File: src/hw/rtl/hbs_pkg.sv
// Shared types and constants for the bilinear height sampler.
// No dependencies; the files that use it refer to it by scoped names.
package hbs_pkg;

    localparam int H_W        = 24;   // height, Q16.8
    localparam int POS_W      = 24;   // query position, Q16.8
    localparam int SCALE_W    = 24;   // inverse world scale, Q8.16
    localparam int GRID_W     = 9;    // grid width / depth registers
    localparam int WIDX_W     = 8;    // write column / row fields
    localparam int FRAC_W     = 40;   // fraction, Q.16, may extrapolate
    localparam int CFG_IDX_W  = 2;
    localparam int CFG_DATA_W = 24;

    localparam logic [CFG_IDX_W-1:0] CFG_GRID_WIDTH      = 2'd0;
    localparam logic [CFG_IDX_W-1:0] CFG_GRID_DEPTH      = 2'd1;
    localparam logic [CFG_IDX_W-1:0] CFG_INV_WORLD_SCALE = 2'd2;

    localparam logic [GRID_W-1:0]  GRID_RESET  = 9'd256;
    localparam logic [SCALE_W-1:0] SCALE_RESET = 24'd65536;

    localparam logic OP_WRITE  = 1'b0;
    localparam logic OP_SAMPLE = 1'b1;

    localparam logic signed [H_W-1:0] H_MAX = 24'sh7FFFFF;
    localparam logic signed [H_W-1:0] H_MIN = 24'sh800000;

    typedef enum logic [3:0] {
        ST_IDLE,
        ST_COORD,
        ST_RD00,
        ST_RD10,
        ST_RD01,
        ST_RD11,
        ST_CAP,
        ST_BSTART,
        ST_BWAIT,
        ST_OUT
    } t_state;

    typedef enum logic [1:0] {
        BL_ROW0,
        BL_ROW1,
        BL_COL
    } t_bsel;

    typedef enum logic [1:0] {
        CS_IDLE,
        CS_X,
        CS_Z,
        CS_DONE
    } t_cstep;

    typedef enum logic [2:0] {
        BS_IDLE,
        BS_LO,
        BS_HI,
        BS_ADD,
        BS_DONE
    } t_bstep;

    // Corner status of one axis
    typedef struct packed {
        logic                     lo_ok;
        logic                     hi_ok;
        logic signed [FRAC_W-1:0] frac;
    } t_axis;

endpackage

File: src/hw/rtl/hbs_blend.sv
// Linear blend a + (b - a) * f on one shared multiplier, fraction split in
// two partial products, rounded to Q16.8 and saturated. Depends on hbs_pkg.
module hbs_blend (
    input  logic                                   i_clk,
    input  logic                                   i_rst_n,
    input  logic                                   i_start,
    input  logic signed [hbs_pkg::H_W-1:0]         i_a,
    input  logic signed [hbs_pkg::H_W-1:0]         i_b,
    input  logic signed [hbs_pkg::FRAC_W-1:0]      i_f,
    output logic                                   o_done,
    output logic signed [hbs_pkg::H_W-1:0]         o_result
);

    hbs_pkg::t_bstep r_step;
    hbs_pkg::t_bstep n_step;

    logic signed [hbs_pkg::H_W-1:0]    r_a;
    logic signed [hbs_pkg::H_W:0]      r_d;
    logic signed [hbs_pkg::FRAC_W-1:0] r_f;
    logic signed [45:0]                r_prod;
    logic signed [65:0]                r_acc;
    logic signed [20:0]                mul_b;
    logic signed [45:0]                mul_p;
    logic [26:0]                       acc_top;

    always_comb begin
        n_step = r_step;
        case (r_step)
            hbs_pkg::BS_IDLE: if (i_start) n_step = hbs_pkg::BS_LO;
            hbs_pkg::BS_LO:   n_step = hbs_pkg::BS_HI;
            hbs_pkg::BS_HI:   n_step = hbs_pkg::BS_ADD;
            hbs_pkg::BS_ADD:  n_step = hbs_pkg::BS_DONE;
            hbs_pkg::BS_DONE: n_step = hbs_pkg::BS_IDLE;
            default:          n_step = hbs_pkg::BS_IDLE;
        endcase
    end

    always_comb begin
        // low 20 fraction bits unsigned first, then the signed upper part
        mul_b   = (r_step == hbs_pkg::BS_LO) ? $signed({1'b0, r_f[19:0]})
                                             : $signed({r_f[39], r_f[39:20]});
        o_done  = (r_step == hbs_pkg::BS_DONE);
        acc_top = r_acc[65:39];
        if (acc_top == '0 || acc_top == '1) begin
            o_result = r_acc[39:16];
        end else begin
            o_result = r_acc[65] ? hbs_pkg::H_MIN : hbs_pkg::H_MAX;
        end
    end

    assign mul_p = r_d * mul_b;

    always_ff @(posedge i_clk) begin
        if (!i_rst_n) begin
            r_step <= hbs_pkg::BS_IDLE;
        end else begin
            r_step <= n_step;
        end
    end

    always_ff @(posedge i_clk) begin
        case (r_step)
            hbs_pkg::BS_IDLE: begin
                if (i_start) begin
                    r_a <= i_a;
                    r_d <= {i_b[hbs_pkg::H_W-1], i_b} - {i_a[hbs_pkg::H_W-1], i_a};
                    r_f <= i_f;
                end
            end
            hbs_pkg::BS_LO: begin
                r_prod <= mul_p;
                r_acc  <= ($signed(66'(r_a)) <<< 16) + 66'sd32768;
            end
            hbs_pkg::BS_HI: begin
                r_prod <= mul_p;
                r_acc  <= r_acc + $signed(66'(r_prod));
            end
            hbs_pkg::BS_ADD: begin
                r_acc <= r_acc + ($signed(66'(r_prod)) <<< 20);
            end
            default: ;
        endcase
    end

endmodule

File: config.mk
export PLATFORM = sky130hd
export DESIGN_NAME = hbs_blend
export DESIGN_NICKNAME = d
export VERILOG_FILES = /design/src/hw/rtl/hbs_pkg.sv /design/src/hw/rtl/hbs_blend.sv
export SDC_FILE = /design/constraint.sdc
export NUM_CORES = 2
export LEC_CHECK = 0
export BUFFER_PORTS_ARGS = -buffer_cell sky130_fd_sc_hd__buf_2
export CORE_ASPECT_RATIO = 0.5
export CORE_UTILIZATION = 65
export CTS_CLUSTER_SIZE = 40
export DETAILED_ROUTE_END_ITERATION = 10
export PLACE_DENSITY = 0.94
export SKIP_CTS_REPAIR_TIMING = 1
export SLEW_MARGIN = 20
export SYNTH_ARGS = -nofsm -noshare
export SYNTH_HDL_FRONTEND = slang
export SYNTH_SLANG_ARGS = --single-unit
export TNS_END_PERCENT = 5
File: constraint.sdc
create_clock -name i_clk -period 19.72 [get_ports i_clk]
set_input_delay 3.944 -clock i_clk [delete_from_list [all_inputs] [get_ports i_clk]]
set_output_delay 3.944 -clock i_clk [all_outputs]
set_load 0.005 [all_outputs]
==> run_results.csv <==
group,metric,value,unit
clocking,clockRootBuffer,"clkbuf_16",
route,drc_errors,0,
cells_and_area,final_nets,4555,
route,via_count,27760,
critical_path,worstPathRequired,20.04,ns
floorplan,io_pins,116,
cells_and_area,area_growth,5.361,%
synthesis,yosysSeqAreaShare,17.98,%
critical_path,r2r-start,"r_step[0]",
clocking,clk_latency,0.60,ns
floorplan,initial_core_util,66.66,%
critical_path,worstPathArrival,9.71,ns
route,drt_iter0_drc,3444,
route,drt-vias-per-instance,6.341,
route,wl,100.8,mm
route,ant_nets,0,
sta,setup_viol,0,
clocking,cts_tree,"built",
critical_path,start_kind,"flip-flop",
route,routedWlPerCell,23.02,um
global_routing,grt-ovfl-total,0,
sta,hold_viol_final,0,
floorplan,core,50870,sq um
hold_path,hp-class,"flip-flop to flip-flop",
route,first_pass_iters,6,
outcome,status,"finished, final reports clean",
sta,rsz0062_at_grt,"false",
synthesis,yosys_warnings,0,
critical_path,ff2ff_path_depth,25,
floorplan,dieArea,53150,sq um
clocking,cts_max_level,1,
clocking,clk_pin_slew_worst_paths,0.07,ns
sta,min_period,9.391,ns
floorplan,core.rowCount,58,
synthesis,synth-async-reset-ratio,0,%
critical_path,crit_path_start,"r_step[0]",
global_routing,grt_max_degree,71,
cells_and_area,final_common_cell,"inv_1",
synthesis,ys_types,82,
synthesis,synth_area,33910,sq um
synthesis,syn_inst,3662,
place,place_area,34960,sq um
critical_path,critPathMaxFanout,25,
cells_and_area,final_area,35730,sq um
global_routing,grt_pass1_vias,28740,
sta,max_slew_margin,16.19,%
cells_and_area,drive_gt1_share,6.265,%
critical_path,reg2reg_to,"r_prod[44]",
sta,drv_slew,0,
sta,fin_skew,0.03994,ns
synthesis,syn_avg_cell_area,9.261,sq um
floorplan,dieWidth,325.0,um
global_routing,grt_pass1_wl,155.4,mm
place,dpl.hpwl,77.61,mm
global_routing,grt_util_all_layers,38.40,%
synthesis,ys.flop_type,"edfxtp_1",
critical_path,critPathKind,"flip-flop to flip-flop",
run,max_cap_violations,0,
clocking,cts_buffer_depth,3,
place,place_congestion,1.035,
hold_path,hold_depth,2,
sta,worst_slew_pin_slew,1.257,ns
global_routing,antenna_found_initial,4,
sta,fmax,106.5,MHz
sta,min_period_over_period,47.62,%
place,io_buffers,115,
critical_path,worst_setup_path_end_kind,"flip-flop",
critical_path,crit_path_end,"r_prod[44]",
sta,setup-tns-final,0,ns
cells_and_area,final_cell_mix,"inv_1, fa_1, nand2_1, ha_1, and2_1",
clocking,cts_sinks,204,
floorplan,die_height,163.5,um
critical_path,r2r_setup_slack,10.33,ns
clocking,cts_buffers,21,
synthesis,synth-edff-count,201,
synthesis,synth_nets,4544,
synthesis,synth_seq_cells,204,
-- cell usage after synthesis (23+ instances only) --
cell type / number / area [sq um]
o21bai_1: 26 / 195.2
nand3_1: 39 / 195.2
nand2_1: 407 / 1528
inv_1: 702 / 2635
xnor2_1: 101 / 884.6
a21o_1: 80 / 600.6
nand2b_1: 23 / 143.9
ha_1: 253 / 3166
and3_1: 29 / 181.4
clkbuf_1: 126 / 473.0
a21oi_1: 175 / 875.8
nor2_1: 142 / 533.0
nor3_1: 30 / 150.1
o21ai_0: 136 / 680.7
and2_1: 230 / 1439
fa_1: 538 / 10770
nand4_1: 32 / 200.2
xor2_1: 59 / 516.8
edfxtp_1: 201 / 6036
-- state kept, by name, summed over array words and instances (netlist names) --
name    cells
r_acc      66
r_step      3
r_f        40
r_prod     46
r_d        25
r_a        24
-- per-stage QoR --
stage               utilization (%)  cells  hold slack [ns]  setup WS, ns
finish                        70.24   4378           0.5421         10.33
global route                  70.24   4378           0.5669         10.02
CTS                           70.23   4377           0.5364         10.61
detailed placement            68.71   4340           0.5194         10.63
global placement              68.71   4340           0.5059         10.91
floorplan                         -   3662           0.4963         6.015
-- worst min-delay path by stage --
stage	startpoint	endpoint	slack, ns
2_1_floorplan	r_a[0]	r_acc[16]	0.50
3_3_place_gp	r_a[12]	r_acc[28]	0.51
3_5_place_dp	r_a[0]	r_acc[16]	0.52
4_1_cts	r_a[0]	r_acc[16]	0.54
5_1_grt	r_a[0]	r_acc[16]	0.57
6_report	r_a[0]	r_acc[16]	0.54
-- area by class of cell --
| class | instances | area (sq um) |
|---|---|---|
| diodes | 1 | 2.502 |
| clock buffers | 21 | 525.5 |
| clock inverters | 16 | 246.5 |
| fillers | 3512 | 15140 |
| inverters | 702 | 2635 |
| multi-input cells | 2607 | 24620 |
| flip-flops and latches | 204 | 6096 |
| well taps | 690 | 863.3 |
| repair buffers | 137 | 740.7 |
-- layer usage --
metal	global-route usage (%)	wire, um
met5	0.3623	20
met4	18.91	5778
met3	10.10	13510
met2	61.08	44830
met1	49.20	36630
-- worst max-delay path: stages (launching register included) --
cell	delay (ns)
dfxtp_1	0.67
inv_1	0.28
nor3_2	0.21
buf_4	0.39
nand2b_1	0.17
buf_4	0.30
nand2_1	0.63
and2_1	0.43
fa_1	0.52
fa_1	0.43
fa_1	0.48
fa_1	0.54
fa_1	0.44
fa_1	0.53
fa_1	0.44
ha_1	0.37
and4_1	0.29
and3_1	0.20
a32oi_1	0.19
nand2_1	0.15
a211oi_2	0.32
a31oi_1	0.25
a211oi_2	0.28
o21ai_1	0.13
a311oi_1	0.33
xnor2_1	0.10
-- kinds of logic (layout without fill, tap and decap cells) --
logic type | count (synthesis) | after routing | synth area share (%)
muxes | 26 | 26 | 0.8375
other | 0 | 1 | 0
AOI/OAI and AO/OA | 638 | 638 | 12.39
adders and majority gates | 791 | 791 | 41.09
xor gates and xnor gates | 160 | 160 | 4.132
buffers and inverters | 851 | 876 | 9.486
and+or+nand+nor | 992 | 992 | 14.09
DFF | 204 | 204 | 17.98
Power is left out: the tool's default activity adds up to more than one toggle a clock period on the data nets, which glitch-free logic cannot reach.
