File: config.mk
export PLATFORM = sky130hd
export DESIGN_NAME = hbs_coord
export DESIGN_NICKNAME = d
export VERILOG_FILES = /design/src/hw/rtl/hbs_pkg.sv /design/src/hw/rtl/hbs_coord.sv
export SDC_FILE = /design/constraint.sdc
export NUM_CORES = 2
export LEC_CHECK = 0
export ABC_AREA = 1
export BUFFER_PORTS_ARGS = -buffer_cell sky130_fd_sc_hd__buf_2
export CORE_MARGIN = 1
export CORE_UTILIZATION = 60
export DETAILED_ROUTE_END_ITERATION = 10
export GPL_TIMING_DRIVEN = 0
export MAX_ROUTING_LAYER = met4
export PLACE_DENSITY = 0.8
export RECOVER_POWER = 25
export SETUP_SLACK_MARGIN = 0.05
export SLEW_MARGIN = 5
export SYNTH_ARGS = -nofsm -noshare
export SYNTH_HDL_FRONTEND = slang
export SYNTH_SLANG_ARGS = --single-unit
export TNS_END_PERCENT = 100
File: constraint.sdc
create_clock -name i_clk -period 21.3 [get_ports i_clk]
set_clock_uncertainty 0.2 [all_clocks]
set_input_delay 2.13 -clock i_clk [delete_from_list [all_inputs] [get_ports i_clk]]
set_output_delay 2.13 -clock i_clk [all_outputs]
set_load 0.005 [all_outputs]
File: src/hw/rtl/hbs_pkg.sv
// Shared types and constants for the bilinear height sampler.
// No dependencies; the files that use it refer to it by scoped names.
package hbs_pkg;

    localparam int H_W        = 24;   // height, Q16.8
    localparam int POS_W      = 24;   // query position, Q16.8
    localparam int SCALE_W    = 24;   // inverse world scale, Q8.16
    localparam int GRID_W     = 9;    // grid width / depth registers
    localparam int WIDX_W     = 8;    // write column / row fields
    localparam int FRAC_W     = 40;   // fraction, Q.16, may extrapolate
    localparam int CFG_IDX_W  = 2;
    localparam int CFG_DATA_W = 24;

    localparam logic [CFG_IDX_W-1:0] CFG_GRID_WIDTH      = 2'd0;
    localparam logic [CFG_IDX_W-1:0] CFG_GRID_DEPTH      = 2'd1;
    localparam logic [CFG_IDX_W-1:0] CFG_INV_WORLD_SCALE = 2'd2;

    localparam logic [GRID_W-1:0]  GRID_RESET  = 9'd256;
    localparam logic [SCALE_W-1:0] SCALE_RESET = 24'd65536;

    localparam logic OP_WRITE  = 1'b0;
    localparam logic OP_SAMPLE = 1'b1;

    localparam logic signed [H_W-1:0] H_MAX = 24'sh7FFFFF;
    localparam logic signed [H_W-1:0] H_MIN = 24'sh800000;

    typedef enum logic [3:0] {
        ST_IDLE,
        ST_COORD,
        ST_RD00,
        ST_RD10,
        ST_RD01,
        ST_RD11,
        ST_CAP,
        ST_BSTART,
        ST_BWAIT,
        ST_OUT
    } t_state;

    typedef enum logic [1:0] {
        BL_ROW0,
        BL_ROW1,
        BL_COL
    } t_bsel;

    typedef enum logic [1:0] {
        CS_IDLE,
        CS_X,
        CS_Z,
        CS_DONE
    } t_cstep;

    typedef enum logic [2:0] {
        BS_IDLE,
        BS_LO,
        BS_HI,
        BS_ADD,
        BS_DONE
    } t_bstep;

    // Corner status of one axis
    typedef struct packed {
        logic                     lo_ok;
        logic                     hi_ok;
        logic signed [FRAC_W-1:0] frac;
    } t_axis;

endpackage

File: src/hw/rtl/hbs_coord.sv
// World-to-grid mapping: scales X then Z on one multiplier and derives
// cell corners, their validity and the fractions. Depends on hbs_pkg.
module hbs_coord #(
    parameter int IDX_W = 8,
    parameter int LIM_W = 9
) (
    input  logic                               i_clk,
    input  logic                               i_rst_n,
    input  logic                               i_start,
    input  logic signed [hbs_pkg::POS_W-1:0]   i_qx,
    input  logic signed [hbs_pkg::POS_W-1:0]   i_qz,
    input  logic [hbs_pkg::SCALE_W-1:0]        i_scale,
    input  logic [LIM_W-1:0]                   i_w_lim,
    input  logic [LIM_W-1:0]                   i_d_lim,
    output logic                               o_done,
    output hbs_pkg::t_axis                     o_x,
    output hbs_pkg::t_axis                     o_z,
    output logic [IDX_W-1:0]                   o_x_lo,
    output logic [IDX_W-1:0]                   o_x_hi,
    output logic [IDX_W-1:0]                   o_z_lo,
    output logic [IDX_W-1:0]                   o_z_hi
);

    hbs_pkg::t_cstep r_step;
    hbs_pkg::t_cstep n_step;

    logic signed [hbs_pkg::POS_W-1:0] r_qz;
    logic signed [47:0]               r_p;
    logic signed [hbs_pkg::POS_W-1:0] mul_a;
    logic signed [48:0]               mul_p;
    logic [LIM_W-1:0]                 lim;

    logic signed [23:0] lo_raw;
    logic signed [24:0] hi_raw;
    logic signed [24:0] lim_s;
    logic signed [24:0] lo_c;
    logic signed [24:0] hi_c;
    hbs_pkg::t_axis     axis;

    hbs_pkg::t_axis     r_x;
    hbs_pkg::t_axis     r_z;
    logic [IDX_W-1:0]   r_x_lo;
    logic [IDX_W-1:0]   r_x_hi;
    logic [IDX_W-1:0]   r_z_lo;
    logic [IDX_W-1:0]   r_z_hi;

    // next step
    always_comb begin
        n_step = r_step;
        case (r_step)
            hbs_pkg::CS_IDLE: if (i_start) n_step = hbs_pkg::CS_X;
            hbs_pkg::CS_X:    n_step = hbs_pkg::CS_Z;
            hbs_pkg::CS_Z:    n_step = hbs_pkg::CS_DONE;
            hbs_pkg::CS_DONE: n_step = hbs_pkg::CS_IDLE;
            default:          n_step = hbs_pkg::CS_IDLE;
        endcase
    end

    // step outputs
    always_comb begin
        mul_a  = (r_step == hbs_pkg::CS_IDLE) ? i_qx : r_qz;
        lim    = (r_step == hbs_pkg::CS_X) ? i_w_lim : i_d_lim;
        o_done = (r_step == hbs_pkg::CS_DONE);
    end

    assign mul_p = mul_a * $signed({1'b0, i_scale});

    // Corners of one axis from the scaled position in r_p (Q24.24)
    always_comb begin
        lo_raw = r_p[47:24];
        hi_raw = {lo_raw[23], lo_raw} + 25'sd1;
        lim_s  = $signed(25'(lim));
        hi_c   = (hi_raw >= lim_s) ? (lim_s - 25'sd1) : hi_raw;
        lo_c   = lo_raw[23] ? 25'sd0 : {1'b0, lo_raw};
        axis.lo_ok = (lo_c < lim_s);
        axis.hi_ok = !hi_c[24] && (hi_c < lim_s);
        // negative lower corner is pinned to 0, fraction then extrapolates
        axis.frac  = lo_raw[23] ? r_p[47:8] : $signed({24'd0, r_p[23:8]});
    end

    always_ff @(posedge i_clk) begin
        if (!i_rst_n) begin
            r_step <= hbs_pkg::CS_IDLE;
        end else begin
            r_step <= n_step;
        end
    end

    always_ff @(posedge i_clk) begin
        case (r_step)
            hbs_pkg::CS_IDLE: begin
                if (i_start) begin
                    r_qz <= i_qz;
                    r_p  <= mul_p[47:0];
                end
            end
            hbs_pkg::CS_X: begin
                r_x    <= axis;
                r_x_lo <= lo_c[IDX_W-1:0];
                r_x_hi <= hi_c[IDX_W-1:0];
                r_p    <= mul_p[47:0];
            end
            hbs_pkg::CS_Z: begin
                r_z    <= axis;
                r_z_lo <= lo_c[IDX_W-1:0];
                r_z_hi <= hi_c[IDX_W-1:0];
            end
            default: ;
        endcase
    end

    assign o_x    = r_x;
    assign o_z    = r_z;
    assign o_x_lo = r_x_lo;
    assign o_x_hi = r_x_hi;
    assign o_z_lo = r_z_lo;
    assign o_z_hi = r_z_hi;

endmodule

==> reports/results.ini <==
[run_status]
status=completed

[sta]
finalCriticalPeriod_ns=10.02
slew_viol_final=0
min_period_over_period_pct=47.0
finalHoldViolations=0
setup_slack_ns=11.28
maxSlewHeadroom_pct=5.89
max_freq_mhz=99.8
tns_ns=0
finalSetupViolCount=0
worst_slew_pin_slew_ns=1.40
rsz0062_at_grt=false

[worst_setup_path]
worstSetupEndpointType=register
rr_endpoint=r_p[44]
crit_fanout=9
regToRegStartpoint=r_step[1]
required_ns=21.31
startpoint_type=primary input
path_class=in -> reg
reg2reg_setup_slack_ns=11.44
cp_data_arrival_time_ns=10.03
worst-r2r-cell-count=27

[clock_tree]
cts_resized=0
post_cts.repair.setup_buffers=0
numCtsBuffers=17
cts_max_level=4
cts_tree=built
clockRootBuffer=clkbuf_16
cts.clk_slew.worst_paths_ns=0.07
insertion_delay_ns=0.47
clock_sinks=182
ctsHoldBuffers=0
clockBufferDepth=2

[route]
antenna_left=0
wire_per_inst_um=22.3
avgViaCountPerCell=5.61
dr.first_iter.drc_count=1967
drc=0
vias=21500
wl_mm=85.6
drt_first_pass_iters=8

[layout]
layout_common_cells=inv_1, nand2_1, fa_1
nets=4019
multi_input_area_mm2=0.0183
layout-drive-gt1-share_pct=9.68
layout.area.seq_mm2=0.00545
fin_cells=3829
syn_to_final_growth_pct=9.16
n_fill_cell=3749
layout_commonest_cell=inv_1

[grt]
antenna_found_initial=2
grt_pass1_wl_mm=130
grt_overflow_total=0
busiest_layer=met2
grtUsageMet1_pct=48.4
met3_usage_pct=10.0
grt_pass1_vias=22400
use_met2_pct=63.3
grt.total_usage_pct=40.6
grt_max_degree=41

[floorplanning]
initial_core_util_pct=60.7
core_mm2=0.0441
dieWidth_um=213
fp.dieArea_mm2=0.0455
die_h_um=213
num_rows=77
num_io_pins=210

[yosys]
synth_cells=2992
yosys_most_used_dff=edfxtp_1
async_flop_share_pct=0
seq_area_frac_synth_pct=20.3
synth_area_mm2=0.0268
synth_cell_types=53
avgSynthCellArea_um2=8.96
ys_warn_count=0
synth-edff-count=180
syn-num-nets=3789
synth_seq_cells=182
synth_top_area_cell=fa_1
synth_top_area_share_pct=35.9
synth_area_leaders=fa_1, edfxtp_1, ha_1

[min_path]
hold_depth=0
hold_path_end=o_z[13]
worst_hold_startpoint=r_p[21]
hold_path_class=reg -> reg

[placement]
preCtsSetupSlack_ns=11.07
io_buffers=206
dp.cells=3795
dp_hpwl_mm=72.3
place_congestion=1.05

[run]
max_cap_viol_count=0

state kept, by name, summed over array words and instances, names as in the netlist:
name / count
o_x: 42
o_x_hi: 8
o_x_lo: 8
o_z: 42
o_z_hi: 8
o_z_lo: 8
r_p: 40
r_qz: 24
r_step: 2
how the worst max path moves through the flow:
stage,start,to,slack [ns],cells past startpoint
2_1_floorplan,i_qx[12],r_p[46],12.80,29
4_1_cts,i_qx[16],r_p[46],11.56,27
3_3_place_gp,i_qx[16],r_p[46],11.07,27
6_report,i_qx[19],r_p[44],11.28,25
3_5_place_dp,i_qx[16],r_p[46],11.07,27
5_1_grt,i_qx[19],r_p[44],11.28,25
cells in the mapped netlist, types with 9 or more instances:
| cell type | number |
|---|---|
| o21a_1 | 13 |
| ha_1 | 223 |
| edfxtp_1 | 180 |
| clkinv_1 | 9 |
| inv_1 | 708 |
| fa_1 | 481 |
| nand2_1 | 502 |
| xnor2_1 | 16 |
| or2_2 | 25 |
| nand4_1 | 12 |
| nand3_1 | 41 |
| xor2_1 | 35 |
| o21ai_0 | 60 |
| clkbuf_1 | 94 |
| a21oi_1 | 76 |
| nand2_2 | 9 |
| o21ai_1 | 16 |
| a31oi_1 | 12 |
| nor2_1 | 397 |
per-layer routing:
layer / routed length, um / vias to the layer above
met3: 8650 / 267
met2: 39500 / 1224
li1: - / 9429
met5: 0 / -
met1: 31800 / 10500
met4: 5560 / 0
final cells by class:
cell class / instances / area share (%)
Multi-Input combinational cell: 1991 / 62.5
Antenna cell: 2 / 0.0171
Timing Repair Buffer: 211 / 3.78
Tap cell: 592 / 2.53
Clock buffer: 18 / 1.47
Inverter: 720 / 9.24
Sequential cell: 182 / 18.6
Buffer: 99 / 1.33
Clock inverter: 14 / 0.560
cell families after synthesis:
family	after synthesis	share of synthesized area (%)
AOI/OAI and AO/OA	203	4.37
xor gates and xnor gates	51	1.67
adders and majority gates	704	46.3
buffers and inverters	819	11.5
DFF	182	20.3
muxes	6	0.224
and+or+nand+nor	1027	15.5
worst max-delay path, cell delays in order:
cell      delay, ns
buf_2          0.09
or2_2          0.28
o21ai_1        0.68
clkinv_1       0.82
nand2_1        0.29
fa_1           0.45
inv_1          0.09
fa_1           0.41
fa_1           0.49
fa_1           0.55
fa_1           0.47
fa_1           0.49
inv_1          0.05
fa_1           0.50
inv_1          0.05
ha_1           0.43
nand2_1        0.14
nor2_1         0.44
inv_1          0.28
nor4_1         0.32
nand2_1        0.11
nand2_2        0.17
nand2_1        0.11
nand3_1        0.08
nand2_1        0.11
through the flow:
stage          hold slack (ns)  util, %  instance area [um2]
2_1_floorplan            0.221        -                26800
3_3_place_gp             0.222     64.8                28600
3_5_place_dp             0.232     65.0                28700
4_1_cts                  0.248     66.3                29300
5_1_grt                  0.259     66.3                29300
6_report                 0.247     66.3                29300
Power is not shown: default switching activity piles up to over one toggle a cycle in this logic, so the estimate is an artifact.
